==> config.mk <==
export PLATFORM = sky130hd
export DESIGN_NAME = hv_boost_soft_start_regulator_core
export DESIGN_NICKNAME = d
export VERILOG_FILES = /design/src/rtl/core/hbssr_pkg.sv /design/src/rtl/core/hbssr_div.sv /design/src/rtl/core/hv_boost_soft_start_regulator_core.sv
export SDC_FILE = /design/constraint.sdc
export NUM_CORES = 1
export LEC_CHECK = 0
export BUFFER_PORTS_ARGS = -buffer_cell sky130_fd_sc_hd__buf_2
export CORE_UTILIZATION = 57
export CTS_BUF_LIST = sky130_fd_sc_hd__clkbuf_4
export CTS_CLUSTER_SIZE = 10
export DETAILED_ROUTE_END_ITERATION = 6
export PLACE_DENSITY = 0.73
export SYNTH_ARGS = -nofsm -noshare
export SYNTH_HDL_FRONTEND = slang
export SYNTH_SLANG_ARGS = --single-unit
==> constraint.sdc <==
create_clock -name i_clk -period 12.6 [get_ports i_clk]
set_clock_uncertainty 0.15 [all_clocks]
set_input_delay 0 -clock i_clk [delete_from_list [all_inputs] [get_ports i_clk]]
set_output_delay 0 -clock i_clk [all_outputs]
set_load 0.005 [all_outputs]
==> src/rtl/core/hbssr_pkg.sv <==
// ----------------------------------------------------------------------------
// hbssr_pkg
// Shared constants, codes and types for the boost soft-start regulator core.
// ----------------------------------------------------------------------------
`default_nettype none

package hbssr_pkg;

    localparam int DUTY_W    = 10;
    localparam int ADC_W     = 10;
    localparam int GAIN_W    = 8;
    localparam int MS_W      = 16;
    localparam int SUB_W     = 4;
    localparam int CFG_IDX_W = 2;
    localparam int CFG_W     = 16;

    localparam logic [DUTY_W-1:0] PWM_TOP  = 10'd532;
    localparam logic [DUTY_W-1:0] PWM_HALF = PWM_TOP >> 1;
    localparam logic [SUB_W-1:0]  SUB_LAST = 4'd9;

    localparam int DIV_NUM_W = DUTY_W + MS_W;
    localparam int DIV_DEN_W = MS_W;

    localparam logic [1:0] MODE_START  = 2'd0;
    localparam logic [1:0] MODE_TICK   = 2'd1;
    localparam logic [1:0] MODE_SAMPLE = 2'd2;

    localparam logic [1:0] PH_IDLE = 2'd0;
    localparam logic [1:0] PH_RAMP = 2'd1;
    localparam logic [1:0] PH_REG  = 2'd2;

    localparam logic [CFG_IDX_W-1:0] REG_TARGET  = 2'd0;
    localparam logic [CFG_IDX_W-1:0] REG_GAIN    = 2'd1;
    localparam logic [CFG_IDX_W-1:0] REG_RAMP    = 2'd2;
    localparam logic [CFG_IDX_W-1:0] REG_TIMEOUT = 2'd3;

    localparam logic [MS_W-1:0] MS_MAX = {MS_W{1'b1}};

    typedef struct packed {
        logic busy;
        logic done;
    } t_div_stat;

endpackage

`default_nettype wire

==> src/rtl/core/hbssr_div.sv <==
// ----------------------------------------------------------------------------
// hbssr_div
// Restoring divider, one quotient bit per cycle.
// ----------------------------------------------------------------------------
`default_nettype none

module hbssr_div #(
    parameter int NUM_W = hbssr_pkg::DIV_NUM_W,
    parameter int DEN_W = hbssr_pkg::DIV_DEN_W
) (
    input  wire logic                  i_clk,
    input  wire logic                  i_rst_n,
    input  wire logic                  i_start,
    input  wire logic [NUM_W-1:0]      i_num,
    input  wire logic [DEN_W-1:0]      i_den,
    output hbssr_pkg::t_div_stat       o_stat,
    output logic      [NUM_W-1:0]      o_quo
);
    import hbssr_pkg::*;

    localparam int CNT_W = $clog2(NUM_W + 1);
    localparam logic [CNT_W-1:0] CNT_LAST = CNT_W'(NUM_W - 1);

    logic             r_busy, n_busy;
    logic             r_done, n_done;
    logic [CNT_W-1:0] r_cnt, n_cnt;
    logic [DEN_W-1:0] r_rem, n_rem;
    logic [NUM_W-1:0] r_quo, n_quo;
    logic [DEN_W:0]   w_trial;

    always_comb begin
        w_trial = {r_rem, r_quo[NUM_W-1]};
        n_busy  = r_busy;
        n_done  = 1'b0;
        n_cnt   = r_cnt;
        n_rem   = r_rem;
        n_quo   = r_quo;
        if (i_start) begin
            n_busy = 1'b1;
            n_cnt  = '0;
            n_rem  = '0;
            n_quo  = i_num;
        end else if (r_busy) begin
            if (w_trial >= {1'b0, i_den}) begin
                n_rem = DEN_W'(w_trial - {1'b0, i_den});
                n_quo = {r_quo[NUM_W-2:0], 1'b1};
            end else begin
                n_rem = w_trial[DEN_W-1:0];
                n_quo = {r_quo[NUM_W-2:0], 1'b0};
            end
            n_cnt = r_cnt + 1'b1;
            if (r_cnt == CNT_LAST) begin
                n_busy = 1'b0;
                n_done = 1'b1;
            end
        end
    end

    always_ff @(posedge i_clk) begin
        if (!i_rst_n) begin
            r_busy <= 1'b0;
            r_done <= 1'b0;
            r_cnt  <= '0;
        end else begin
            r_busy <= n_busy;
            r_done <= n_done;
            r_cnt  <= n_cnt;
        end
        r_rem <= n_rem;
        r_quo <= n_quo;
    end

    assign o_stat.busy = r_busy;
    assign o_stat.done = r_done;
    assign o_quo       = r_quo;

endmodule

`default_nettype wire

==> src/rtl/core/hv_boost_soft_start_regulator_core.sv <==
// ----------------------------------------------------------------------------
// hv_boost_soft_start_regulator_core
// Soft-start ramp and proportional regulation of a boost PWM compare value.
// ----------------------------------------------------------------------------
// Input channel (i_in_valid / o_in_ready) takes one word per event: a start,
// a millisecond tick or an ADC sample (i_mode, i_sample). Each word gives one
// result word on the output channel (o_out_valid / i_out_ready) carrying the
// duty, ready flag, phase and timeout flag after the event.
// Configuration is a plain write port (i_cfg_we, i_cfg_idx, i_cfg_data), to be
// written by the user while no word is in flight; the core does not enforce it.
// Each word passes EXEC and DONE before its result enters the output register;
// a sample once ready is set also passes ADJ, and every tenth ramp tick passes
// DIVGO and DIVW, where PWM_TOP times the elapsed milliseconds is divided by
// the ramp length in a restoring divider, one bit per cycle (26 quotient bits).
// One word is in the core at a time; o_in_ready is low while it is worked on.
// A result waits in the output register while the receiver stalls; the next
// word may be accepted meanwhile but its result holds until the register
// frees.
// Reset puts the core idle with duty zero and registers at their defaults.
// ----------------------------------------------------------------------------
`default_nettype none

module hv_boost_soft_start_regulator_core (
    input  wire logic                              i_clk,
    input  wire logic                              i_rst_n,
    input  wire logic                              i_in_valid,
    output logic                                   o_in_ready,
    input  wire logic [1:0]                        i_mode,
    input  wire logic [hbssr_pkg::ADC_W-1:0]       i_sample,
    output logic                                   o_out_valid,
    input  wire logic                              i_out_ready,
    output logic      [hbssr_pkg::DUTY_W-1:0]      o_duty,
    output logic                                   o_is_ready,
    output logic      [1:0]                        o_phase_now,
    output logic                                   o_timed_out,
    input  wire logic                              i_cfg_we,
    input  wire logic [hbssr_pkg::CFG_IDX_W-1:0]   i_cfg_idx,
    input  wire logic [hbssr_pkg::CFG_W-1:0]       i_cfg_data
);
    import hbssr_pkg::*;

    localparam logic [2:0] S_IDLE  = 3'd0;
    localparam logic [2:0] S_EXEC  = 3'd1;
    localparam logic [2:0] S_DIVGO = 3'd2;
    localparam logic [2:0] S_DIVW  = 3'd3;
    localparam logic [2:0] S_ADJ   = 3'd4;
    localparam logic [2:0] S_DONE  = 3'd5;

    localparam int PROD_W = ADC_W + 1 + GAIN_W;
    localparam int ADJ_W  = PROD_W - 4;
    localparam int SUM_W  = ADJ_W + 1;

    logic [ADC_W-1:0]     r_target;
    logic [GAIN_W-1:0]    r_kp;
    logic [MS_W-1:0]      r_ramp;
    logic [MS_W-1:0]      r_tmo;

    logic [2:0]           r_state, n_state;
    logic [1:0]           r_phase, n_phase;
    logic [DUTY_W-1:0]    r_duty, n_duty;
    logic                 r_rdy, n_rdy;
    logic [MS_W-1:0]      r_elapsed, n_elapsed;
    logic [SUB_W-1:0]     r_sub, n_sub;
    logic                 r_tout, n_tout;
    logic [1:0]           r_mode;
    logic [ADC_W-1:0]     r_sample;
    logic [DIV_NUM_W-1:0] r_ramp_prod, n_ramp_prod;
    logic signed [PROD_W-1:0] r_reg_prod, n_reg_prod;
    logic                 r_out_valid, n_out_valid;
    logic [DUTY_W-1:0]    r_out_duty;
    logic                 r_out_rdy;
    logic [1:0]           r_out_phase;
    logic                 r_out_tout;

    logic                 w_accept;
    logic                 w_div_start;
    t_div_stat            w_div_stat;
    logic [DIV_NUM_W-1:0] w_quo;
    logic [MS_W-1:0]      w_inc;
    logic signed [ADC_W:0]    w_err;
    logic signed [PROD_W-1:0] w_prod_rnd;
    logic signed [ADJ_W-1:0]  w_adj;
    logic signed [SUM_W-1:0]  w_sum;
    logic                 w_load_out;

    assign w_accept    = i_in_valid && o_in_ready;
    assign o_in_ready  = (r_state == S_IDLE);
    assign w_div_start = (r_state == S_DIVGO);
    assign w_load_out  = (r_state == S_DONE) && (!r_out_valid || i_out_ready);

    hbssr_div #(
        .NUM_W (DIV_NUM_W),
        .DEN_W (DIV_DEN_W)
    ) u_div (
        .i_clk   (i_clk),
        .i_rst_n (i_rst_n),
        .i_start (w_div_start),
        .i_num   (r_ramp_prod),
        .i_den   (r_ramp),
        .o_stat  (w_div_stat),
        .o_quo   (w_quo)
    );

    always_comb begin
        n_state     = r_state;
        n_phase     = r_phase;
        n_duty      = r_duty;
        n_rdy       = r_rdy;
        n_elapsed   = r_elapsed;
        n_sub       = r_sub;
        n_tout      = r_tout;
        n_ramp_prod = r_ramp_prod;
        n_reg_prod  = r_reg_prod;
        n_out_valid = r_out_valid;
        w_inc       = r_elapsed + 1'b1;
        w_err       = $signed({1'b0, r_target}) - $signed({1'b0, r_sample});
        w_prod_rnd  = r_reg_prod + (r_reg_prod < 0 ? PROD_W'(15) : PROD_W'(0));
        w_adj       = ADJ_W'(w_prod_rnd >>> 4);
        w_sum       = $signed({{(SUM_W - DUTY_W){1'b0}}, r_duty}) + SUM_W'(w_adj);

        if (r_out_valid && i_out_ready) begin
            n_out_valid = 1'b0;
        end

        case (r_state)
            S_IDLE: begin
                if (w_accept) begin
                    n_state = S_EXEC;
                end
            end
            S_EXEC: begin
                n_state = S_DONE;
                case (r_mode)
                    MODE_START: begin
                        n_duty    = '0;
                        n_rdy     = 1'b0;
                        n_tout    = 1'b0;
                        n_elapsed = '0;
                        n_sub     = '0;
                        n_phase   = PH_RAMP;
                        if (r_ramp == '0) begin
                            n_duty  = PWM_HALF;
                            n_phase = PH_REG;
                            n_tout  = (r_tmo == '0);
                        end
                    end
                    MODE_TICK: begin
                        if (r_phase == PH_RAMP) begin
                            n_elapsed = w_inc;
                            if (w_inc >= r_ramp || w_inc == '0) begin
                                n_duty    = PWM_HALF;
                                n_phase   = PH_REG;
                                n_elapsed = '0;
                                if (r_tmo == '0 && !r_rdy) begin
                                    n_tout = 1'b1;
                                end
                            end else if (r_sub == SUB_LAST) begin
                                n_sub       = '0;
                                n_ramp_prod = DIV_NUM_W'(PWM_TOP) * DIV_NUM_W'(w_inc);
                                n_state     = S_DIVGO;
                            end else begin
                                n_sub = r_sub + 1'b1;
                            end
                        end else if (r_phase == PH_REG) begin
                            if (!r_rdy && !r_tout) begin
                                if (r_elapsed != MS_MAX) begin
                                    n_elapsed = w_inc;
                                end
                                if (n_elapsed >= r_tmo) begin
                                    n_tout = 1'b1;
                                end
                            end
                        end
                    end
                    MODE_SAMPLE: begin
                        if (r_phase == PH_REG) begin
                            if (r_rdy || (r_duty != '0 && r_sample >= r_target)) begin
                                n_rdy      = 1'b1;
                                n_reg_prod = PROD_W'(w_err * $signed({1'b0, r_kp}));
                                n_state    = S_ADJ;
                            end
                        end
                    end
                    default: begin
                    end
                endcase
            end
            S_DIVGO: begin
                n_state = S_DIVW;
            end
            S_DIVW: begin
                if (w_div_stat.done) begin
                    n_duty  = (w_quo > DIV_NUM_W'(PWM_TOP)) ? PWM_TOP : w_quo[DUTY_W-1:0];
                    n_state = S_DONE;
                end
            end
            S_ADJ: begin
                if (w_sum < 0) begin
                    n_duty = '0;
                end else if (w_sum > $signed({{(SUM_W - DUTY_W){1'b0}}, PWM_TOP})) begin
                    n_duty = PWM_TOP;
                end else begin
                    n_duty = w_sum[DUTY_W-1:0];
                end
                n_state = S_DONE;
            end
            S_DONE: begin
                if (w_load_out) begin
                    n_out_valid = 1'b1;
                    n_state     = S_IDLE;
                end
            end
            default: begin
                n_state = S_IDLE;
            end
        endcase
    end

    always_ff @(posedge i_clk) begin
        if (!i_rst_n) begin
            r_target    <= 10'd512;
            r_kp        <= 8'd16;
            r_ramp      <= 16'd500;
            r_tmo       <= 16'd1000;
            r_state     <= S_IDLE;
            r_phase     <= PH_IDLE;
            r_duty      <= '0;
            r_rdy       <= 1'b0;
            r_elapsed   <= '0;
            r_sub       <= '0;
            r_tout      <= 1'b0;
            r_out_valid <= 1'b0;
        end else begin
            if (i_cfg_we) begin
                case (i_cfg_idx)
                    REG_TARGET:  r_target <= i_cfg_data[ADC_W-1:0];
                    REG_GAIN:    r_kp     <= i_cfg_data[GAIN_W-1:0];
                    REG_RAMP:    r_ramp   <= i_cfg_data[MS_W-1:0];
                    REG_TIMEOUT: r_tmo    <= i_cfg_data[MS_W-1:0];
                    default: begin
                    end
                endcase
            end
            r_state     <= n_state;
            r_phase     <= n_phase;
            r_duty      <= n_duty;
            r_rdy       <= n_rdy;
            r_elapsed   <= n_elapsed;
            r_sub       <= n_sub;
            r_tout      <= n_tout;
            r_out_valid <= n_out_valid;
        end
        if (w_accept) begin
            r_mode   <= i_mode;
            r_sample <= i_sample;
        end
        r_ramp_prod <= n_ramp_prod;
        r_reg_prod  <= n_reg_prod;
        if (w_load_out) begin
            r_out_duty  <= r_duty;
            r_out_rdy   <= r_rdy;
            r_out_phase <= r_phase;
            r_out_tout  <= r_tout;
        end
    end

    assign o_out_valid = r_out_valid;
    assign o_duty      = r_out_duty;
    assign o_is_ready  = r_out_rdy;
    assign o_phase_now = r_out_phase;
    assign o_timed_out = r_out_tout;

endmodule

`default_nettype wire

-- After elaboration in Yosys (flattened, before gate mapping)
Cells that the tools add are included.
- register bits: 206
- input bits: 35
- logic and storage cells: 176
- add/subtract/negate cells: 7
- $mul: 2
- magnitude comparators: 8
- equality and inequality tests: 31
- multiplexer cells: 61
- bitwise operators: 3
- reduce and logical (&&, ||, !) cells: 38
- operators by type and width (operator ; number):
    $mux W16 ; 11
    $mux W10 ; 6
    $mux W26 ; 2
    $logic_not A16 Y1 ; 3
    $ge A16 B16 Y1 ; 2
    $pmux W16 S2 ; 1
    $pmux W10 S3 ; 1
    $gt A26 B10 Y1 const B ; 1
    $mul A8 B16 Y24 const A ; 1
    $ne A3 B3 Y1 const B ; 7
    $pmux W10 S2 ; 1
    $reduce_and A4 Y1 ; 5
    $add A19 B5 Y19 ; 1
    $lt A19 B1 Y1 const B ; 1
    $mul A11 B9 Y19 ; 1
    $mux W1 ; 19
    $mux W3 ; 6
    $pmux W3 S6 ; 1
    $ge A17 B16 Y1 ; 1
    $add A11 B15 Y16 ; 1
    $add A16 B1 Y16 const B ; 1
    $gt A16 B11 Y1 const B ; 1
    $lt A16 B1 Y1 const B ; 1
    $mux W4 ; 4
    other kinds (37) ; 71

-- Depth between registers and ports, before layout
Gate-level depths: netlist of the first run.
- word-level depth: 13
- mapped depth: 27
- gate-level depth less buffers: 27

-- Hierarchy
Synthesis of the first run repeated with hierarchy kept, for this count alone.
- cells, all modules: 1792
- area, all modules: 16462.0 um2
- modules (own cells, without submodules) (module ; instances ; cells an instance ; area an instance (um2) ; sequential area each (um2)):
    hv_boost_soft_start_regulator_core ; 1 ; 1502 ; 13449.1 ; 3833.7
    hbssr_div ; 1 ; 290 ; 3012.9 ; 1241.2

-- Worst setup path before layout of the first run
OpenSTA, ideal clock, no wires.
- kind: flip-flop to flip-flop
- start: register r_sample[0]
- end: register r_reg_prod[17], data pin
- arrival: 6.120 ns
- required time: 12.191 ns
- slack: 6.071 ns
- stages on the path, launching flop included: 27
- path buffers: 1
- period minus slack after synthesis: 6.529 ns
- cells stage by stage: edfxtp_1 > ha_1 > fa_1 > nor2b_1 > o21ai_0 > a21boi_0 > o21ai_0 > a21boi_0 > o21a_1 > o21ai_0 > clkbuf_1 > a32o_1 > fa_1 > inv_1 > fa_1 > inv_1 > fa_1 > inv_1 > fa_1 > inv_1 > ha_1 > and2_1 > a31oi_1 > o211ai_1 > a31o_2 > a21o_1 > xor2_1
- longest elaborated chain between the ends: 2
- RTL lines (element ; line ; source):
    from (decl) ; hv_boost_soft_start_regulator_core.sv:66 ; logic [ADC_W-1:0] r_sample;
    from (signal assigned) ; hv_boost_soft_start_regulator_core.sv:255 ; r_sample <= i_sample;
    $sub A10 B10 Y11 ; hv_boost_soft_start_regulator_core.sv:116 ; w_err = $signed({1'b0, r_target}) - $signed({1'b0, r_sample});
    $mul A11 B9 Y19 ; hv_boost_soft_start_regulator_core.sv:179 ; n_reg_prod = PROD_W'(w_err * $signed({1'b0, r_kp}));
    to (signal assigned) ; hv_boost_soft_start_regulator_core.sv:258 ; r_reg_prod <= n_reg_prod;
    to (decl) ; hv_boost_soft_start_regulator_core.sv:68 ; logic signed [PROD_W-1:0] r_reg_prod, n_reg_prod;
No other way between the ends.
A chain may end at the register's enable or synchronous reset.

-- Worst setup path after layout of the first run
Ends and elaborated chain as after synthesis.

==> results_dict.tcl, run 1 <==
set metrics [dict create \
    htreeDepth 2 \
    firstDrtPassIters 7 \
    critPathLaunchType "register" \
    hold_path.class "input port to register" \
    cts.path.max_buffers 3 \
    tightestPinTransition_ps 1100 \
    die_w_um 172 \
    path_delay_family "adder cells" \
    rows 61 \
    synth_edf_count 95 \
    die_h_um 172 \
    synth-seq-cells 206 \
    synth.distinct_cells 80 \
    final_antenna_net_count 0 \
    ir_drop_mv 0.126 \
    n_fill_cell 2373 \
    area_growth_pct 12.2 \
    path_buf_inv 5 \
    drc 0 \
    cp.arrival_ps 7230 \
    gr-total-overflow 0 \
    cp_slowest_cell "fa_1" \
    drive_gt1_share_pct 8.90 \
    finalMaxSlewViolations 0 \
    dpl-instance-area_mm2 0.0170 \
    dp_hpwl_um 28700 \
    syn_nets 2129 \
    leakage_nw 8.48 \
    avgSynthCellArea_um2 8.94 \
    finalCritPeriodShare_pct 55.0 \
    drt_wl_total_um 39400 \
    status "completed" \
    power_mw 1.99 \
    slew_headroom_pct 26.4 \
    drt_iter0_markers 938 \
    coreArea_mm2 0.0281 \
    postCtsSetupBuffers 0 \
    fin_tns_setup_ps 0 \
    async_flop_share_pct 0 \
    clk_latency_ps 700 \
    clock-sinks 206 \
    crit_path_max_fanout 21 \
    num_io_pins 51 \
    maxCapViolations 0 \
    pre_cts_ws_ps 5690 \
    initial_core_util_pct 58.6 \
    cts_tree "yes" \
    die_area_mm2 0.0295 \
    grt_start_max_net_pins 48 \
    via_count 13600 \
    first_global_vias 13300 \
    fin_crit_ps 6930 \
    cp_common_cell "fa_1" \
    wl_per_cell_um 16.5 \
    cts.clk_slew.worst_paths_ps 70 \
    synth_area_mm2 0.0164 \
    final_cell_area_mm2 0.0185 \
    viasPerCell 5.73 \
    ys_seq_area_share_pct 30.9 \
    worst-setup-path-type "register to register" \
    gp_congestion 0.917 \
    max_freq_mhz 144 \
    critPathMaxStageDelay_ps 700 \
    portBuffers 50 \
    ys_warn_count 0 \
    cts-root-buf "clkbuf_4" \
    cp_data_required_time_ps 12900 \
    cp-end-kind "register" \
    cts_made_buffers 57 \
    grt_pass1_wl_um 64100 \
    hold_ws_ps 32.5 \
    synthCells 1840 \
    ys.flop_type "dfxtp_1" \
    grt_setup_unrepaired "no" \
    setup_ws_ps 5670 \
    report.final.setup_viol 0 \
    antenna_found_initial 2 \
    powerDensity_mw_per_mm2 108 \
    nNetsFinal 2247 \
    grt_usage_pct 27.2 \
    finalHoldViolations 0 \
]
## cell usage after synthesis (all sizes together) (44+ instances only)
library cell | count | area, um^2
a21oi | 103 | 515
clkbuf | 57 | 216
dfxtp | 111 | 2220
edfxtp | 95 | 2850
fa | 82 | 1640
ha | 172 | 2150
inv | 237 | 890
nand2 | 227 | 852
nand3 | 44 | 225
nor2 | 106 | 398
o21ai | 70 | 350
xnor2 | 58 | 516
## final cells by class
| class | instances | area (um^2) | area share [%] |
|---|---|---|---|
| multi-input cells | 1329 | 10200 | 55.4 |
| flip-flops and latches | 206 | 5070 | 27.5 |
| repair buffers | 127 | 1000 | 5.44 |
| inverters | 237 | 890 | 4.82 |
| clock buffers | 79 | 593 | 3.21 |
| well taps | 378 | 473 | 2.56 |
| clock inverters | 23 | 196 | 1.06 |
| diodes | 2 | 5.00 | 0.0271 |
## stage by stage
stage | utilization, % | cells
floorplan | - | 1840
global placement | 60.4 | 2207
detailed placement | 60.4 | 2207
CTS | 65.7 | 2379
global route | 65.7 | 2381
finish | 65.7 | 2381
## path summary, 6_finish.rpt
path                   from        endpoint  slack (ps)  cells after the start
min           i_cfg_data[0]        r_tmo[0]          30                      4
min reg2reg  r_ramp_prod[3]  u_div.o_quo[3]         310                      2
max reg2reg     r_sample[0]  r_reg_prod[17]        5670                     26
max             r_sample[0]  r_reg_prod[17]        5670                     26
## layer usage
metal | up-vias | share of wire, % | track usage [%]
met1 | 6480 | 45 | 36.1
met3 | 82 | 6.1 | 4.67
met2 | 454 | 46 | 44.7
met4 | 0 | 2.6 | 9.58
li1 | 6624 | - | -
met5 | - | 0 | 0.696
## flip-flops by register name (all words and copies together) (netlist names), 10 cells and up
name,flops
u_div.r_rem,16
r_ramp_prod,24
r_tmo,16
u_div.o_quo,26
r_target,10
r_reg_prod,19
o_duty,10
r_sample,10
r_elapsed,16
r_ramp,16
r_duty,10
## worst register-to-register path: stages (launching register included)
cell,delay (ps)
edfxtp_1,390
ha_1,240
fa_1,430
nor2b_1,120
o21ai_0,100
a21boi_0,260
o21ai_0,140
a21boi_0,250
o21a_1,160
o21ai_1,60
buf_4,200
a32o_1,240
fa_1,700
inv_1,150
fa_1,540
inv_1,50
fa_1,470
inv_1,60
fa_1,520
inv_1,40
ha_1,360
and2_1,200
a31oi_1,180
o211ai_1,140
a31o_2,250
a21o_1,190
xor2_1,140
## logic make-up after synthesis
group,after synthesis,synth area share [%]
simple gates,599,18.0
compound gates,358,14.3
buf+inv,305,7.06
fa+ha+maj,255,23.1
flops,206,30.9
xor+xnor,86,4.76
mux,31,1.89
## power breakdown
group / total (mW) / switching, mW / internal [mW] / leakage, nW
clock network: 0.666 / 0.295 / 0.372 / 0.452
logic: 0.559 / 0.323 / 0.235 / 6.30
registers: 0.767 / 0.0281 / 0.739 / 1.73
## layout by cell type (no fill, tap or decap), drive strengths merged, types with 16 or more instances in the layout
cell / instances
nand4: 23
dfxtp: 111
nor4: 23
mux2i: 30
o21ai: 70
nor3: 25
a21oi: 103
and3: 16
buf: 57
nand2b: 17
nand2: 227
ha: 172
a211oi: 20
clkinv: 19
a21o: 29
clkbuf: 79
o211ai: 20
nand3: 44
xor2: 28
and2: 41
xnor2: 58
edfxtp: 95
fa: 82
dlygate4sd3: 70
nor2: 106
inv: 237
nor2b: 27
## repair_timing
action | 4_1_cts | 5_1_grt
hold buffers | 70 | 0
endpoints found under the hold margin | 110 | 0
gates resized for setup | 0 | 0
(Power assumes the default switching activity.)
==> run 2: changes to the inputs <==
- PLACE_DENSITY: 0.73 -> 0.76
- clock period: 12.6 -> 6.2 ns (I/O delays scaled with it)
==> run 2 against run 1 <==
Final area increased by 3.0%. Fmax increased by 12%. Via count increased by 1.7%. Worst setup slack got worse by 5700 ps. Worst hold slack improved by 25 ps. Sequential cell count unchanged. Combinational power increased by 140%. Power increased by 110%. First-iteration DRC count decreased by 4.6%. Sequential share of layout area decreased by 0.79 points. Critical path type unchanged. Largest cell class unchanged. Largest power group unchanged. Highest routed layer unchanged.
==> results_dict.tcl, run 2 (synthesized netlist as in run 1, its figures left out) <==
set metrics [dict create \
    dp_hpwl_um 29000 \
    critPathMaxStageDelay_ps 600 \
    largest_reg_flops 26 \
    layout_commonest_cell "inv_1" \
    cts_tree "yes" \
    drive_gt1_share_pct 12.9 \
    use_met1_pct 36.8 \
    drt_iter0_markers 895 \
    swShare_pct 33.4 \
    critPathLaunchType "register" \
    die_w_um 172 \
    area_growth_pct 15.5 \
    cp_common_cell "inv_2" \
    cell_internal_pwr_mw 2.74 \
    coreArea_mm2 0.0281 \
    viasPerCell 5.73 \
    fin_util_pct 67.7 \
    cp.arrival_ps 6470 \
    via_count 13900 \
    clockPowerShare_pct 29.9 \
    min_to "r_target[7]" \
    instances_no_fill 2422 \
    status "completed" \
    fin_crit_ps 6190 \
    pwr-share-comb_pct 32.1 \
    die_area_mm2 0.0295 \
    crit_start "r_sample[1]" \
    fin_tns_setup_ps 0 \
    worst-setup-path-type "register to register" \
    cp_slowest_cell "fa_2" \
    hold_ws_ps 57.7 \
    powerDensity_mw_per_mm2 216 \
    drt_wl_total_um 40800 \
    hold_path.class "input port to register" \
    ir_drop_mv 0.161 \
    htreeDepth 2 \
    maxCapViolations 0 \
    reg2reg_from "r_sample[1]" \
    first_global_vias 13500 \
    hold_depth 4 \
    crit_path_max_fanout 5 \
    clock-sinks 206 \
    r2r_cells 25 \
    clk_latency_ps 700 \
    num_io_pins 51 \
    finalMaxSlewViolations 0 \
    cts.path.max_buffers 3 \
    path_buf_inv 5 \
    portBuffers 50 \
    grt_start_max_net_pins 48 \
    gr-total-overflow 0 \
    drc 0 \
    pwr-share-seq_pct 38.0 \
    cp-end-kind "register" \
    leakage_nw 8.68 \
    use_met3_pct 4.10 \
    tightestPinTransition_ps 1210 \
    report.final.setup_viol 0 \
    grt_setup_unrepaired "yes" \
    firstDrtPassIters 7 \
    slew_headroom_pct 19.3 \
    dp_cells 2230 \
    nNetsFinal 2287 \
    finalHoldViolations 0 \
    grt_pass1_wl_um 65300 \
    die_h_um 172 \
    grt_usage_pct 27.7 \
    holdCritStartpoint "i_cfg_data[7]" \
    initial_core_util_pct 58.6 \
    cts_made_buffers 54 \
    path_delay_family "adder cells" \
    met2_usage_pct 46.1 \
    p_switching_mw 1.37 \
    final_antenna_net_count 0 \
    rows 61 \
    wl_per_cell_um 16.8 \
    cp_data_required_time_ps 6480 \
    gp_congestion 0.917 \
    grt.busiest_layer "met2" \
    cts.clk_slew.worst_paths_ps 80 \
    r2r_end "r_reg_prod[17]" \
    finalCritPeriodShare_pct 99.8 \
    cts-root-buf "clkbuf_4" \
    max_freq_mhz 162 \
    final_cell_mix "inv_1 (227), nand2_1 (225), ha_1 (164), dfxtp_1 (110), nor2_1 (103)" \
    r2r_slack_ps 10 \
    antenna_found_initial 1 \
]
[run 2: worst reg2reg max path, delay by kind of cell, from the launching register on]
kind | cells | cell delay, ps
fa+ha+maj | 6 | 2700
flops | 1 | 440
xor+xnor | 1 | 130
simple gates | 2 | 260
buf+inv | 5 | 330
compound gates | 11 | 1900
[run 2: timing repair]
item,4_1_cts,5_1_grt
gates cloned,0,0
hold endpoints to repair,108,0
hold buffers,78,0
buffers inserted,0,13
gates resized for setup,9,57
endpoints found under the setup margin,3,7
pin swaps,2,40
[run 2: power by group through the flow]
| stage | clock, mW | sequential, mW | combinational [mW] |
|---|---|---|---|
| after floorplan | 0 | 1.56 | 0.862 |
| after global placement | 0 | 1.58 | 1.09 |
| after detailed placement | 0 | 1.59 | 1.13 |
| after CTS | 1.24 | 1.56 | 1.18 |
| after global routing | 1.31 | 1.57 | 1.46 |
| final | 1.23 | 1.56 | 1.32 |
[run 2: worst max path at each step]
stage / to / cells after the start
2_1_floorplan: r_reg_prod[17] / 26
3_3_place_gp: r_reg_prod[17] / 26
3_5_place_dp: r_reg_prod[17] / 25
4_1_cts: r_reg_prod[17] / 24
5_1_grt: r_reg_prod[17] / 23
6_report: r_reg_prod[17] / 25
[run 2: stage by stage]
| stage | setup WS (ps) | instance area [um^2] | power (mW) |
|---|---|---|---|
| after CTS | 1.23 | 18700 | 3.98 |
| after floorplan | 30.9 | 16500 | 2.42 |
| final | 9.56 | 19000 | 4.11 |
| after detailed placement | -134 | 17200 | 2.72 |
| after global placement | -9.49 | 17200 | 2.67 |
| after global routing | -240 | 19000 | 4.34 |
[run 2: area by class of cell]
cell class                      instances  area, um^2
Clock buffer                           81         608
Multi-Input combinational cell       1329       10500
Antenna cell                            2        5.00
Clock inverter                         19         104
Fill cell                            2228        9080
Sequential cell                       206        5080
Tap cell                              378         473
Timing Repair Buffer                  170        1370
Inverter                              237         890
[run 2: metal layers]
| layer | vias up | part of all wire [%] |
|---|---|---|
| li1 | 6707 | - |
| met1 | 6606 | 45 |
| met2 | 454 | 47 |
| met4 | 0 | 2.7 |
| met3 | 100 | 5.7 |
| met5 | - | 0 |
